--- src/rtl/rawk_pkg.sv ---
package rawk_pkg;

    localparam int MAX_TYPES_DEF   = 32;
    localparam int MAX_PACKET_DEF  = 4096;
    localparam int QUEUE_DEPTH_DEF = 4;

    localparam int HDR_SIZE   = 20;
    localparam int POS_CODE   = 0;
    localparam int POS_LEN_HI = 2;
    localparam int POS_LEN_LO = 3;
    localparam int POS_HDR_LEN_END = 4;

    localparam int TYPE_W   = 5;
    localparam int OFF_W    = 12;
    localparam int LEN_W    = 8;
    localparam int BITMAP_W = 32;
    localparam int DLEN_W   = 16;
    localparam int M_DATA_W = 64;

    localparam logic KIND_ATTR    = 1'b0;
    localparam logic KIND_SUMMARY = 1'b1;

    typedef enum logic [1:0] {
        ST_OK         = 2'd0,
        ST_WRONG_CODE = 2'd1,
        ST_NO_ATTR    = 2'd2,
        ST_SHORT      = 2'd3
    } status_t;

    typedef enum logic [1:0] {
        PH_TYPE  = 2'd0,
        PH_LEN   = 2'd1,
        PH_VALUE = 2'd2
    } phase_t;

    typedef struct packed {
        logic                has_attr;
        logic [TYPE_W-1:0]   a_type;
        logic [OFF_W-1:0]    a_off;
        logic [LEN_W-1:0]    a_len;
        logic                has_sum;
        status_t             status;
        logic [BITMAP_W-1:0] bitmap;
    } entry_t;

endpackage

--- src/rtl/radius_attribute_walker_core.sv ---
// Channel  Direction  tdata                                        tuser        tlast
// s_       in         [7:0] data_byte                              none         last_byte
// m_       out        [4:0] type, [16:5] offset, [24:17] length,   record_kind  end_of_run
//                     [26:25] status, [58:27] present_bitmap
// cfg_     in         [7:0] accepted_code (cfg_wdata)              none         none
//
// One input byte is taken every cycle while the result queue has room.
// Each byte updates the parser in the cycle it is taken; its results are
// queued and leave one per cycle while m_tready is high, so a byte that yields
// a record and a summary sends the record first and then the summary.
// Reset is synchronous and clears the parser, the queue and accepted_code to 4.
// A stalled output fills the queue, after which s_tready drops.
module radius_attribute_walker_core #(
    parameter int MAX_TYPES   = rawk_pkg::MAX_TYPES_DEF,
    parameter int MAX_PACKET  = rawk_pkg::MAX_PACKET_DEF,
    parameter int QUEUE_DEPTH = rawk_pkg::QUEUE_DEPTH_DEF
) (
    input  logic                          aclk,
    input  logic                          aresetn,
    input  logic                          cfg_we,
    input  logic [7:0]                    cfg_wdata,
    input  logic                          s_tvalid,
    output logic                          s_tready,
    input  logic [7:0]                    s_tdata,   // [7:0] data_byte
    input  logic                          s_tlast,
    output logic                          m_tvalid,
    input  logic                          m_tready,
    output logic [rawk_pkg::M_DATA_W-1:0] m_tdata,   // type, offset, length, status, bitmap
    output logic                          m_tuser,   // [0] record_kind
    output logic                          m_tlast
);

    logic [7:0]       accepted_code_reg;
    logic             in_accept;
    logic             push;
    logic             full;
    logic             pop;
    logic             head_valid;
    rawk_pkg::entry_t push_entry;
    rawk_pkg::entry_t head_entry;

    assign s_tready  = !full;
    assign in_accept = s_tvalid && s_tready;

    always_ff @(posedge aclk) begin
        if (!aresetn) begin
            accepted_code_reg <= 8'd4;
        end else if (cfg_we) begin
            accepted_code_reg <= cfg_wdata;
        end
    end

    rawk_front #(
        .MAX_TYPES (MAX_TYPES),
        .MAX_PACKET(MAX_PACKET)
    ) u_front (
        .aclk         (aclk),
        .aresetn      (aresetn),
        .accepted_code(accepted_code_reg),
        .in_accept    (in_accept),
        .in_byte      (s_tdata),
        .in_last      (s_tlast),
        .push         (push),
        .push_entry   (push_entry)
    );

    rawk_queue #(
        .QUEUE_DEPTH(QUEUE_DEPTH)
    ) u_queue (
        .aclk      (aclk),
        .aresetn   (aresetn),
        .push      (push),
        .push_entry(push_entry),
        .full      (full),
        .pop       (pop),
        .head_valid(head_valid),
        .head_entry(head_entry)
    );

    rawk_back u_back (
        .aclk      (aclk),
        .aresetn   (aresetn),
        .head_valid(head_valid),
        .head_entry(head_entry),
        .pop       (pop),
        .m_tvalid  (m_tvalid),
        .m_tready  (m_tready),
        .m_tdata   (m_tdata),
        .m_tuser   (m_tuser),
        .m_tlast   (m_tlast)
    );

`ifndef SYNTHESIS
    a_attr_then_summary: assert property (@(posedge aclk) disable iff (!aresetn)
        (m_tvalid && m_tready && m_tuser == rawk_pkg::KIND_ATTR && !m_tlast)
        |=> (m_tvalid && m_tuser == rawk_pkg::KIND_SUMMARY))
        else $error("attribute record without its summary");
    a_summary_ends_run: assert property (@(posedge aclk) disable iff (!aresetn)
        (m_tvalid && m_tuser == rawk_pkg::KIND_SUMMARY) |-> m_tlast)
        else $error("summary not marked as end of run");
    a_attr_clean: assert property (@(posedge aclk) disable iff (!aresetn)
        (m_tvalid && m_tuser == rawk_pkg::KIND_ATTR) |-> (m_tdata[58:25] == '0))
        else $error("attribute record carries status or bitmap");
    a_push_when_ready: assert property (@(posedge aclk) disable iff (!aresetn)
        push |-> in_accept)
        else $error("queue write without an input transfer");
`endif

endmodule

--- src/rtl/rawk_front.sv ---
module rawk_front #(
    parameter int MAX_TYPES  = rawk_pkg::MAX_TYPES_DEF,
    parameter int MAX_PACKET = rawk_pkg::MAX_PACKET_DEF
) (
    input  logic            aclk,
    input  logic            aresetn,
    input  logic [7:0]      accepted_code,
    input  logic            in_accept,
    input  logic [7:0]      in_byte,
    input  logic            in_last,
    output logic            push,
    output rawk_pkg::entry_t push_entry
);

    localparam int PW = $clog2(MAX_PACKET + 1);
    localparam int DW = rawk_pkg::DLEN_W;

    logic [PW-1:0]                     pos_reg, pos_next;
    logic [7:0]                        code_reg, code_next;
    logic [DW-1:0]                     dlen_reg, dlen_next;
    rawk_pkg::phase_t                  phase_reg, phase_next;
    logic [7:0]                        ctype_reg, ctype_next;
    logic [7:0]                        left_reg, left_next;
    logic [rawk_pkg::OFF_W-1:0]        astart_reg, astart_next;
    logic [rawk_pkg::BITMAP_W-1:0]     seen_reg, seen_next;
    logic                              stopped_reg, stopped_next;

    logic [DW-1:0] p16;
    logic [DW-1:0] room;
    logic [7:0]    left_dec;
    logic          attr_hit;
    rawk_pkg::status_t status;

    always_comb begin
        pos_next     = pos_reg;
        code_next    = code_reg;
        dlen_next    = dlen_reg;
        phase_next   = phase_reg;
        ctype_next   = ctype_reg;
        left_next    = left_reg;
        astart_next  = astart_reg;
        seen_next    = seen_reg;
        stopped_next = stopped_reg;
        attr_hit     = 1'b0;
        p16          = DW'(pos_reg);
        room         = dlen_reg - DW'(astart_reg);
        left_dec     = (left_reg != 8'd0) ? (left_reg - 8'd1) : left_reg;
        status       = rawk_pkg::ST_OK;

        if (pos_reg < PW'(MAX_PACKET)) begin
            pos_next = pos_reg + PW'(1);
            if (p16 == DW'(rawk_pkg::POS_CODE)) begin
                code_next = in_byte;
            end else if (p16 == DW'(rawk_pkg::POS_LEN_HI)) begin
                dlen_next = {in_byte, dlen_reg[7:0]};
            end else if (p16 == DW'(rawk_pkg::POS_LEN_LO)) begin
                dlen_next = {dlen_reg[15:8], in_byte};
            end else if (p16 >= DW'(rawk_pkg::HDR_SIZE) && p16 < dlen_reg && !stopped_reg
                         && code_reg == accepted_code) begin
                unique case (phase_reg)
                    rawk_pkg::PH_TYPE: begin
                        ctype_next  = in_byte;
                        astart_next = p16[rawk_pkg::OFF_W-1:0];
                        if (p16 + DW'(1) == dlen_reg) begin
                            seen_next    = '0;
                            stopped_next = 1'b1;
                        end else begin
                            phase_next = rawk_pkg::PH_LEN;
                        end
                    end
                    rawk_pkg::PH_LEN: begin
                        if (in_byte < 8'd2 || DW'(in_byte) > room) begin
                            seen_next    = '0;
                            stopped_next = 1'b1;
                        end else begin
                            if ({1'b0, ctype_reg} < 9'(MAX_TYPES)) begin
                                seen_next = seen_reg
                                    | (rawk_pkg::BITMAP_W'(1) << ctype_reg[4:0]);
                                attr_hit  = 1'b1;
                            end
                            left_next  = in_byte - 8'd2;
                            phase_next = (in_byte == 8'd2) ? rawk_pkg::PH_TYPE
                                                           : rawk_pkg::PH_VALUE;
                        end
                    end
                    rawk_pkg::PH_VALUE: begin
                        left_next = left_dec;
                        if (left_dec == 8'd0) begin
                            phase_next = rawk_pkg::PH_TYPE;
                        end
                    end
                    default: begin
                        phase_next = rawk_pkg::PH_TYPE;
                    end
                endcase
            end
        end

        if (code_next != accepted_code) begin
            status = rawk_pkg::ST_WRONG_CODE;
        end else if (pos_next < PW'(rawk_pkg::POS_HDR_LEN_END)
                     || dlen_next < DW'(rawk_pkg::HDR_SIZE)
                     || DW'(pos_next) < dlen_next) begin
            status = rawk_pkg::ST_SHORT;
        end else if (seen_next == '0) begin
            status = rawk_pkg::ST_NO_ATTR;
        end

        push_entry.has_attr = attr_hit;
        push_entry.a_type   = ctype_reg[rawk_pkg::TYPE_W-1:0];
        push_entry.a_off    = astart_reg;
        push_entry.a_len    = in_byte;
        push_entry.has_sum  = in_last;
        push_entry.status   = status;
        push_entry.bitmap   = seen_next;
        push = in_accept && (attr_hit || in_last);
    end

    always_ff @(posedge aclk) begin
        if (!aresetn) begin
            pos_reg     <= '0;
            code_reg    <= '0;
            dlen_reg    <= '0;
            phase_reg   <= rawk_pkg::PH_TYPE;
            ctype_reg   <= '0;
            left_reg    <= '0;
            astart_reg  <= '0;
            seen_reg    <= '0;
            stopped_reg <= 1'b0;
        end else if (in_accept) begin
            if (in_last) begin
                pos_reg     <= '0;
                code_reg    <= '0;
                dlen_reg    <= '0;
                phase_reg   <= rawk_pkg::PH_TYPE;
                ctype_reg   <= '0;
                left_reg    <= '0;
                astart_reg  <= '0;
                seen_reg    <= '0;
                stopped_reg <= 1'b0;
            end else begin
                pos_reg     <= pos_next;
                code_reg    <= code_next;
                dlen_reg    <= dlen_next;
                phase_reg   <= phase_next;
                ctype_reg   <= ctype_next;
                left_reg    <= left_next;
                astart_reg  <= astart_next;
                seen_reg    <= seen_next;
                stopped_reg <= stopped_next;
            end
        end
    end

endmodule

--- src/rtl/rawk_queue.sv ---
module rawk_queue #(
    parameter int QUEUE_DEPTH = rawk_pkg::QUEUE_DEPTH_DEF
) (
    input  logic             aclk,
    input  logic             aresetn,
    input  logic             push,
    input  rawk_pkg::entry_t push_entry,
    output logic             full,
    input  logic             pop,
    output logic             head_valid,
    output rawk_pkg::entry_t head_entry
);

    localparam int AW = (QUEUE_DEPTH > 1) ? $clog2(QUEUE_DEPTH) : 1;
    localparam int CW = $clog2(QUEUE_DEPTH + 1);

    rawk_pkg::entry_t mem [QUEUE_DEPTH];
    logic [AW-1:0] wr_ptr_reg, rd_ptr_reg;
    logic [CW-1:0] count_reg;

    assign full       = (count_reg == CW'(QUEUE_DEPTH));
    assign head_valid = (count_reg != '0);
    assign head_entry = mem[rd_ptr_reg];

    always_ff @(posedge aclk) begin
        if (push) begin
            mem[wr_ptr_reg] <= push_entry;
        end
    end

    always_ff @(posedge aclk) begin
        if (!aresetn) begin
            wr_ptr_reg <= '0;
            rd_ptr_reg <= '0;
            count_reg  <= '0;
        end else begin
            if (push) begin
                wr_ptr_reg <= (wr_ptr_reg == AW'(QUEUE_DEPTH - 1)) ? '0 : wr_ptr_reg + AW'(1);
            end
            if (pop) begin
                rd_ptr_reg <= (rd_ptr_reg == AW'(QUEUE_DEPTH - 1)) ? '0 : rd_ptr_reg + AW'(1);
            end
            if (push && !pop) begin
                count_reg <= count_reg + CW'(1);
            end else if (pop && !push) begin
                count_reg <= count_reg - CW'(1);
            end
        end
    end

endmodule

--- src/rtl/rawk_back.sv ---
module rawk_back (
    input  logic                          aclk,
    input  logic                          aresetn,
    input  logic                          head_valid,
    input  rawk_pkg::entry_t              head_entry,
    output logic                          pop,
    output logic                          m_tvalid,
    input  logic                          m_tready,
    output logic [rawk_pkg::M_DATA_W-1:0] m_tdata,
    output logic                          m_tuser,
    output logic                          m_tlast
);

    logic sel_reg, sel_next;
    logic send_attr;
    logic xfer;

    always_comb begin
        send_attr = head_entry.has_attr && !sel_reg;
        xfer      = head_valid && m_tready;
        m_tvalid  = head_valid;
        if (send_attr) begin
            m_tuser = rawk_pkg::KIND_ATTR;
            m_tlast = !head_entry.has_sum;
            m_tdata = {5'd0, 32'd0, rawk_pkg::ST_OK, head_entry.a_len,
                       head_entry.a_off, head_entry.a_type};
        end else begin
            m_tuser = rawk_pkg::KIND_SUMMARY;
            m_tlast = 1'b1;
            m_tdata = {5'd0, head_entry.bitmap, head_entry.status, 8'd0, 12'd0, 5'd0};
        end
        pop      = xfer && !(send_attr && head_entry.has_sum);
        sel_next = sel_reg;
        if (xfer) begin
            sel_next = send_attr && head_entry.has_sum;
        end
    end

    always_ff @(posedge aclk) begin
        if (!aresetn) begin
            sel_reg <= 1'b0;
        end else begin
            sel_reg <= sel_next;
        end
    end

endmodule

--- config.mk ---
export PLATFORM = sky130hd
export DESIGN_NAME = radius_attribute_walker_core
export DESIGN_NICKNAME = d
export VERILOG_FILES = /design/src/rtl/rawk_pkg.sv /design/src/rtl/radius_attribute_walker_core.sv /design/src/rtl/rawk_front.sv /design/src/rtl/rawk_queue.sv /design/src/rtl/rawk_back.sv
export SDC_FILE = /design/constraint.sdc
export NUM_CORES = 1
export LEC_CHECK = 0
export BUFFER_PORTS_ARGS = -buffer_cell sky130_fd_sc_hd__buf_4
export CORE_MARGIN = 10
export CORE_UTILIZATION = 59
export CTS_CLUSTER_SIZE = 12
export DETAILED_ROUTE_END_ITERATION = 6
export PLACE_DENSITY = 0.8
export SLEW_MARGIN = 20
export SYNTH_ARGS = -nofsm -noshare
export SYNTH_HDL_FRONTEND = slang
export SYNTH_SLANG_ARGS = --single-unit
--- constraint.sdc ---
create_clock -name aclk -period 12.39 [get_ports aclk]
set_clock_uncertainty 0.15 [all_clocks]
set_input_delay 0 -clock aclk [delete_from_list [all_inputs] [get_ports aclk]]
set_output_delay 0 -clock aclk [all_outputs]
set_load 0.02 [all_outputs]
==> results of run 1 <==
-- where the power goes --
group,total (mW),switching (mW),leakage (nW),internal (mW)
Sequential,1.37,0.0438,3.10,1.33
Combinational,0.617,0.345,3.40,0.273
Clock,1.05,0.444,0.553,0.610
Total,3.04,0.832,7.06,2.21
-- per-stage QoR --
stage	hold slack, ns	total power [mW]	utilization (%)
5_1_grt	0.209	3.16	67.2
4_1_cts	0.185	3.07	67.2
3_3_place_gp	0.0714	1.99	62.2
2_1_floorplan	-0.0511	1.80	-
6_report	0.212	3.04	67.2
3_5_place_dp	0.0729	2.01	62.2
-- final timing paths --
check                                     startpoint              endpoint  slack (ns)  cells after the start
worst min-delay path                        m_tready        u_back.sel_reg        0.21                      4
worst min register to register  u_front.seen_reg[24]  u_front.seen_reg[24]        0.31                      2
worst max register to register   u_front.dlen_reg[0]  u_queue.count_reg[2]        6.81                     22
worst max-delay path             u_front.dlen_reg[0]  u_queue.count_reg[2]        6.81                     22
-- cells in the final DEF (no fill, tap or decap), drive strengths merged, types with 10 or more instances in the layout --
| cell type | n |
|---|---|
| buf | 97 |
| ha | 58 |
| mux4 | 61 |
| a22oi | 39 |
| o211ai | 11 |
| a31oi | 19 |
| nor2 | 153 |
| mux2i | 39 |
| dfxtp | 118 |
| clkbuf | 62 |
| nand2 | 89 |
| xnor2 | 27 |
| and2 | 35 |
| nand3 | 29 |
| nor2b | 44 |
| edfxtp | 244 |
| dlygate4sd3 | 30 |
| nor3 | 23 |
| inv | 62 |
| nand4 | 17 |
| nor4 | 21 |
| a21oi | 76 |
| o21ai | 51 |
| xor2 | 35 |
| or3 | 19 |
| nand2b | 10 |
-- final cells by class --
class,count,area [um^2],area share [%]
flip-flops and latches,362,9690,49.0
well taps,390,488,2.46
clock inverters,6,48.8,0.246
multi-input cells,965,7210,36.4
repair buffers,127,1030,5.19
inverters,60,225,1.14
clock buffers,62,1100,5.57
-- kinds of logic after synthesis --
kind of cell,after synthesis,share of synthesized area [%]
compound gates,257,9.42
xor+xnor,62,3.10
fa+ha+maj,60,4.37
buf+inv,161,3.88
flops,362,55.3
mux,101,10.1
other cells,1,0.0214
simple gates,480,13.8
-- layer usage --
layer | wire, um | vias up | part of all wire, % | track usage, %
met2 | 20200 | 587 | 47 | 37.3
met1 | 17800 | 6153 | 41 | 31.9
li1 | - | 5646 | - | -
met4 | 1360 | 0 | 3.2 | 8.59
met3 | 3620 | 107 | 8.4 | 3.40
met5 | 0 | - | 0 | 0
-- synthesized netlist by cell type (all sizes together) (10+ instances only) --
cell	number
mux2i	39
xor2	35
inv	60
nand3	29
a31oi	19
xnor2	27
o211ai	11
edfxtp	244
nor2b	44
nand2	89
nand2b	10
and2	35
nor4	21
nor3	23
mux4	61
ha	58
a22oi	39
nand4	17
nor2	153
dfxtp	118
o21ai	51
buf	32
clkbuf	69
a21oi	76
or3	19
-- worst max-delay path: stages, from the launching register on --
cell and delay, ns:
dfxtp_1 0.32, inv_1 0.09, ha_1 0.16, inv_1 0.05
fa_1 0.43, a211oi_1 0.27, o21bai_1 0.12, a21oi_1 0.18
xor2_1 0.17, ha_1 0.26, a21oi_1 0.13, nor2b_1 0.06
o311ai_0 0.31, nor4_1 0.10, nand3_1 0.64, and3_1 0.43
o21a_1 0.30, ha_1 0.23, inv_1 0.07, fa_1 0.37
xor2_1 0.18, or3_1 0.31, a21oi_1 0.14
==> flow_summary_export.csv, run 1 <==
group,metric,value,unit
layout,fin_cells,1972,
sta,min_period,5.58,ns
logic_synthesis,yosys_most_used_dff,"edfxtp_1",
die,die_w,192,um
placement,place_area,0.0183,mm^2
sta,fmax,0.179,GHz
logic_synthesis,synth_area,0.0175,mm^2
global_routing,overflow,0,
logic_synthesis,synth_area_per_cell,11.8,um^2
clock_tree,cts_tree,"built",
drt,drc,0,
logic_synthesis,ys_top_cells_by_area,"edfxtp_1, dfxtp_1, mux4_2",
clock_tree,post_cts_resized,0,
die,io_pins,90,
drt,vias,12500,
die,die_h,192,um
logic_synthesis,synth_cell_types,70,
sta,finalCritPeriodShare,45.0,%
layout,drive_above_1_share,14.2,%
setup_path,critPathKind,"flop to flop",
global_routing,grt_pass1_vias,12500,
placement,place_hpwl,27100,um
clock_tree,cts_buffers,38,
logic_synthesis,yosysWarnings,0,
clock_tree,clock_latency,0.53,ns
clock_tree,cts_sinks,362,
pwr,p_leak,7.06,nW
sta,worstMarginPinSlew,1.06,ns
job,max_cap_violations,0,
clock_tree,clk_path_buf_depth,3,
placement,gp_congestion,0.940,
setup_path,cp-start-kind,"flop",
logic_synthesis,synth_top_area_share,41.8,%
layout,areaGrowthSynthToFinish,12.9,%
logic_synthesis,async_flop_share,0,%
status,status,"completed",
placement,placed_cells_incl_taps,1874,
layout,fin_area,0.0198,mm^2
placement,port_buffers,84,
hold_path,hold_class,"primary input to flop",
die,die-area,0.0370,mm^2
clock_tree,cts_setup_buffers,0,
drt,ant_nets,0,
clock_tree,cts_root_buffer,"clkbuf_16",
die,core_area,0.0295,mm^2
sta,setup_tns,0,ns
setup_path,cp_data_arrival_time,5.87,ns
drt,avgViaCountPerCell,6.34,
sta,rsz0062_at_grt,"no",
drt,post_drt_wl_per_cell,21.8,um
global_routing,grt_use_total,23.3,%
layout,fin_nets,1636,
setup_path,crit_fanout,21,
global_routing,grt_antenna_before_repair,0,
drt,routed_wl,42900,um
clock_tree,ctsHoldBuffers,30,
placement,pre_cts_ws,6.92,ns
global_routing,grt_max_degree,62,
sta,finalSetupViolCount,0,
setup_path,crit_required,12.69,ns
global_routing,grt_pass1_wl,68500,um
logic_synthesis,synth_edf_count,244,
pwr,ir_drop,0.0000827,V
sta,report.final.slew_viol_count,0,
logic_synthesis,yosysTopAreaCell,"edfxtp_1",
die,num_rows,63,
logic_synthesis,ys_ff_latch,362,
sta,fin_ws,6.81,ns
logic_synthesis,syn_inst,1484,
die,start_util,59.5,%
logic_synthesis,synth.yosys.seq_area_share,55.3,%
sta,slew-limit-headroom,28.4,%
drt,drt_pass1_iterations,6,
layout,n_antenna_cell,0,
sta,finalHoldViolCount,0,
setup_path,end_kind,"flop",
layout,largest_reg_flops,244,
drt,dr.first_iter.drc_count,1332,
clock_tree,clkSlewWorstSetupHoldPaths,0.06,ns
clock_tree,htreeDepth,2,
layout,fillers,2112,
pwr,power.density,154,mW/mm^2
(Power assumes the default switching activity.)
==> inputs of run 2 (changes only) <==
- ABC_AREA: unset -> 1
- clock period: 12.39 -> 5.45 ns (I/O delays scaled with it)
==> run 2 against run 1 <==
  * Register-to-register slack lost 6.1 ns
  * Count of clock-buffer cells in the layout is the same
  * Critical path type unchanged
  * Die area rose by 4.8%
  * Critical endpoint unchanged
  * Routed wire length grew 19%
  * Non-clock buffer count is 25 higher
  * Largest cell class unchanged
==> flow_summary_export.csv, run 2 <==
group,metric,value,unit
status,status,"completed",
layout,layout_commonest_cell,"nand2_1",
clock_tree,cts_buffers,39,
logic_synthesis,synth_edf_count,244,
die,core_area,0.0307,mm^2
global_routing,grt_max_degree,93,
sta,rsz0062_at_grt,"no",
die,start_util,60.1,%
logic_synthesis,yosysWarnings,0,
placement,gp_congestion,0.955,
setup_path,crit_fanout,9,
die,num_rows,64,
sta,finalSetupViolCount,0,
logic_synthesis,ys_ff_latch,362,
layout,fin_area,0.0211,mm^2
global_routing,grt_pass1_vias,15000,
clock_tree,cts_setup_buffers,0,
logic_synthesis,synthTopCellsByCount,"nand2_1, nor2_1, inv_1",
setup_path,end_kind,"flop",
clock_tree,clock_latency,0.53,ns
drt,post_drt_wl_per_cell,18.7,um
pwr,power.density,403,mW/mm^2
clock_tree,cts_root_buffer,"clkbuf_16",
hold_path,hold_class,"primary input to flop",
logic_synthesis,yosysMostFrequentCell,"nand2_1",
sta,worstMarginPinSlew,1.13,ns
logic_synthesis,yosys_most_used_dff,"edfxtp_1",
clock_tree,clkSlewWorstSetupHoldPaths,0.06,ns
drt,dr.first_iter.drc_count,1655,
layout,drive_above_1_share,9.25,%
clock_tree,htreeDepth,2,
setup_path,cpLargestDelayFamily,"simple AND/OR/NAND/NOR gates",
sta,min_period,4.77,ns
pwr,p_leak,8.98,nW
placement,placed_cells_incl_taps,2622,
logic_synthesis,synth_area,0.0185,mm^2
setup_path,crit_required,5.71,ns
layout,largest_reg_flops,244,
clock_tree,cts_tree,"built",
drt,avgViaCountPerCell,5.78,
placement,place_area,0.0195,mm^2
layout,fin_cells,2732,
setup_path,cp-start-kind,"flop",
logic_synthesis,yosysTopAreaCell,"edfxtp_1",
logic_synthesis,synth_area_per_cell,8.36,um^2
sta,slew-limit-headroom,24.4,%
global_routing,overflow,0,
setup_path,critPathKind,"flop to flop",
sta,timing.hold.ws,0.201,ns
global_routing,use_met2,41.1,%
setup_path,slowest_stage,"fa_1",
sta,setup_tns,0,ns
drt,drc,0,
logic_synthesis,synth.yosys.seq_area_share,52.5,%
drt,drt_pass1_iterations,5,
pwr,ir_drop,0.000354,V
drt,ant_nets,0,
sta,finalHoldViolCount,0,
drt,routed_wl,51200,um
die,die-area,0.0388,mm^2
die,die_h,197,um
job,max_cap_violations,0,
global_routing,grt.busiest_layer,"met2",
layout,final_core_util,68.7,%
die,io_pins,90,
placement,place_hpwl,33500,um
logic_synthesis,synth_cell_types,56,
logic_synthesis,ys_top_cells_by_area,"edfxtp_1, dfxtp_1, nand2_1",
global_routing,grt_pass1_wl,81000,um
clock_tree,clk_path_buf_depth,3,
layout,final_cell_mix,"nand2_1, nor2_1, inv_1, edfxtp_1, o21ai_0",
clock_tree,cts_sinks,362,
sta,fmax,0.210,GHz
setup_path,cpPeakStageDelay,0.45,ns
drt,vias,15800,
sta,report.final.slew_viol_count,0,
sta,finalCritPeriodShare,87.6,%
global_routing,met1_usage,35.6,%
logic_synthesis,async_flop_share,0,%
setup_path,cp_data_arrival_time,5.03,ns
global_routing,use_met3,4.48,%
global_routing,grt_use_total,25.9,%
placement,port_buffers,84,
logic_synthesis,synth_top_area_share,39.7,%
layout,fin_nets,2386,
die,die_w,197,um
layout,areaGrowthSynthToFinish,14.4,%
logic_synthesis,syn_inst,2210,
setup_path,cp_num_buf_inv,3,
global_routing,grt_antenna_before_repair,0,
run 2: worst paths after layout:
check	cells past startpoint	end	startpoint	slack (ns)
max	27	u_queue.count_reg[2]	u_front.astart_reg[0]	0.68
min	2	u_queue.mem[1][35]	s_tdata[0]	0.20
max reg2reg	27	u_queue.count_reg[2]	u_front.astart_reg[0]	0.68
min reg2reg	2	u_front.code_reg[3]	u_front.code_reg[3]	0.31
run 2: area by class of cell:
cell class | count | area (um^2)
timing repair buffer | 152 | 1300
inverter | 258 | 968
fill | 2435 | 9630
sequential | 362 | 9690
clock buffer | 62 | 1150
antenna | 1 | 2.50
tap | 396 | 495
multi-input combinational | 1491 | 7420
clock inverter | 10 | 92.6
run 2: power by group:
part | total [mW] | switching, mW | internal, mW | leakage (nW)
logic | 2.79 | 1.87 | 0.918 | 5.10
registers | 3.15 | 0.0995 | 3.05 | 3.28
clock network | 2.57 | 1.07 | 1.50 | 0.598
total | 8.51 | 3.04 | 5.47 | 8.98
run 2: worst reg2reg max path: cells and delay by family, from the launching register on:
family / cells / cell delay (ns)
adder cells (fa/ha/maj): 5 / 1.43
buffers and inverters: 3 / 0.26
flip-flops: 1 / 0.43
AND/OR/NAND/NOR: 14 / 1.67
XOR/XNOR: 1 / 0.17
AO/OA/AOI/OAI: 4 / 0.53
run 2: metrics by stage:
stage / setup WS [ns] / power (mW)
3_3_place_gp: 0.682 / 5.88
6_report: 0.678 / 8.51
2_1_floorplan: -0.597 / 4.91
5_1_grt: 0.164 / 8.93
3_5_place_dp: 0.629 / 5.95
4_1_cts: 0.581 / 8.53
run 2: timing repair:
action | CTS | global route
endpoints found under the setup margin | 0 | 1
hold endpoints to repair | 85 | 0
hold buffers | 37 | 0
gates resized for setup | 0 | 1
run 2: cells by family (layout without fill, tap and decap cells):
| kind of cell | count (synthesis) | after routing | synth area share [%] |
|---|---|---|---|
| buffers and inverters | 361 | 482 | 7.70 |
| and+or+nand+nor | 954 | 954 | 21.1 |
| AOI/OAI and AO/OA | 444 | 444 | 13.1 |
| xor gates and xnor gates | 27 | 27 | 1.36 |
| other | 1 | 6 | 0.0203 |
| DFF | 362 | 362 | 52.5 |
| muxes | 1 | 1 | 0.0542 |
| adders and majority gates | 60 | 60 | 4.15 |
run 2: per-layer routing:
metal / wire (um) / vias to the layer above / share of wire [%]
met5: 0 / - / 0
met4: 1110 / 0 / 2.2
met3: 4630 / 86 / 9.0
met2: 23700 / 756 / 46
met1: 21800 / 7420 / 43
li1: - / 7523 / -
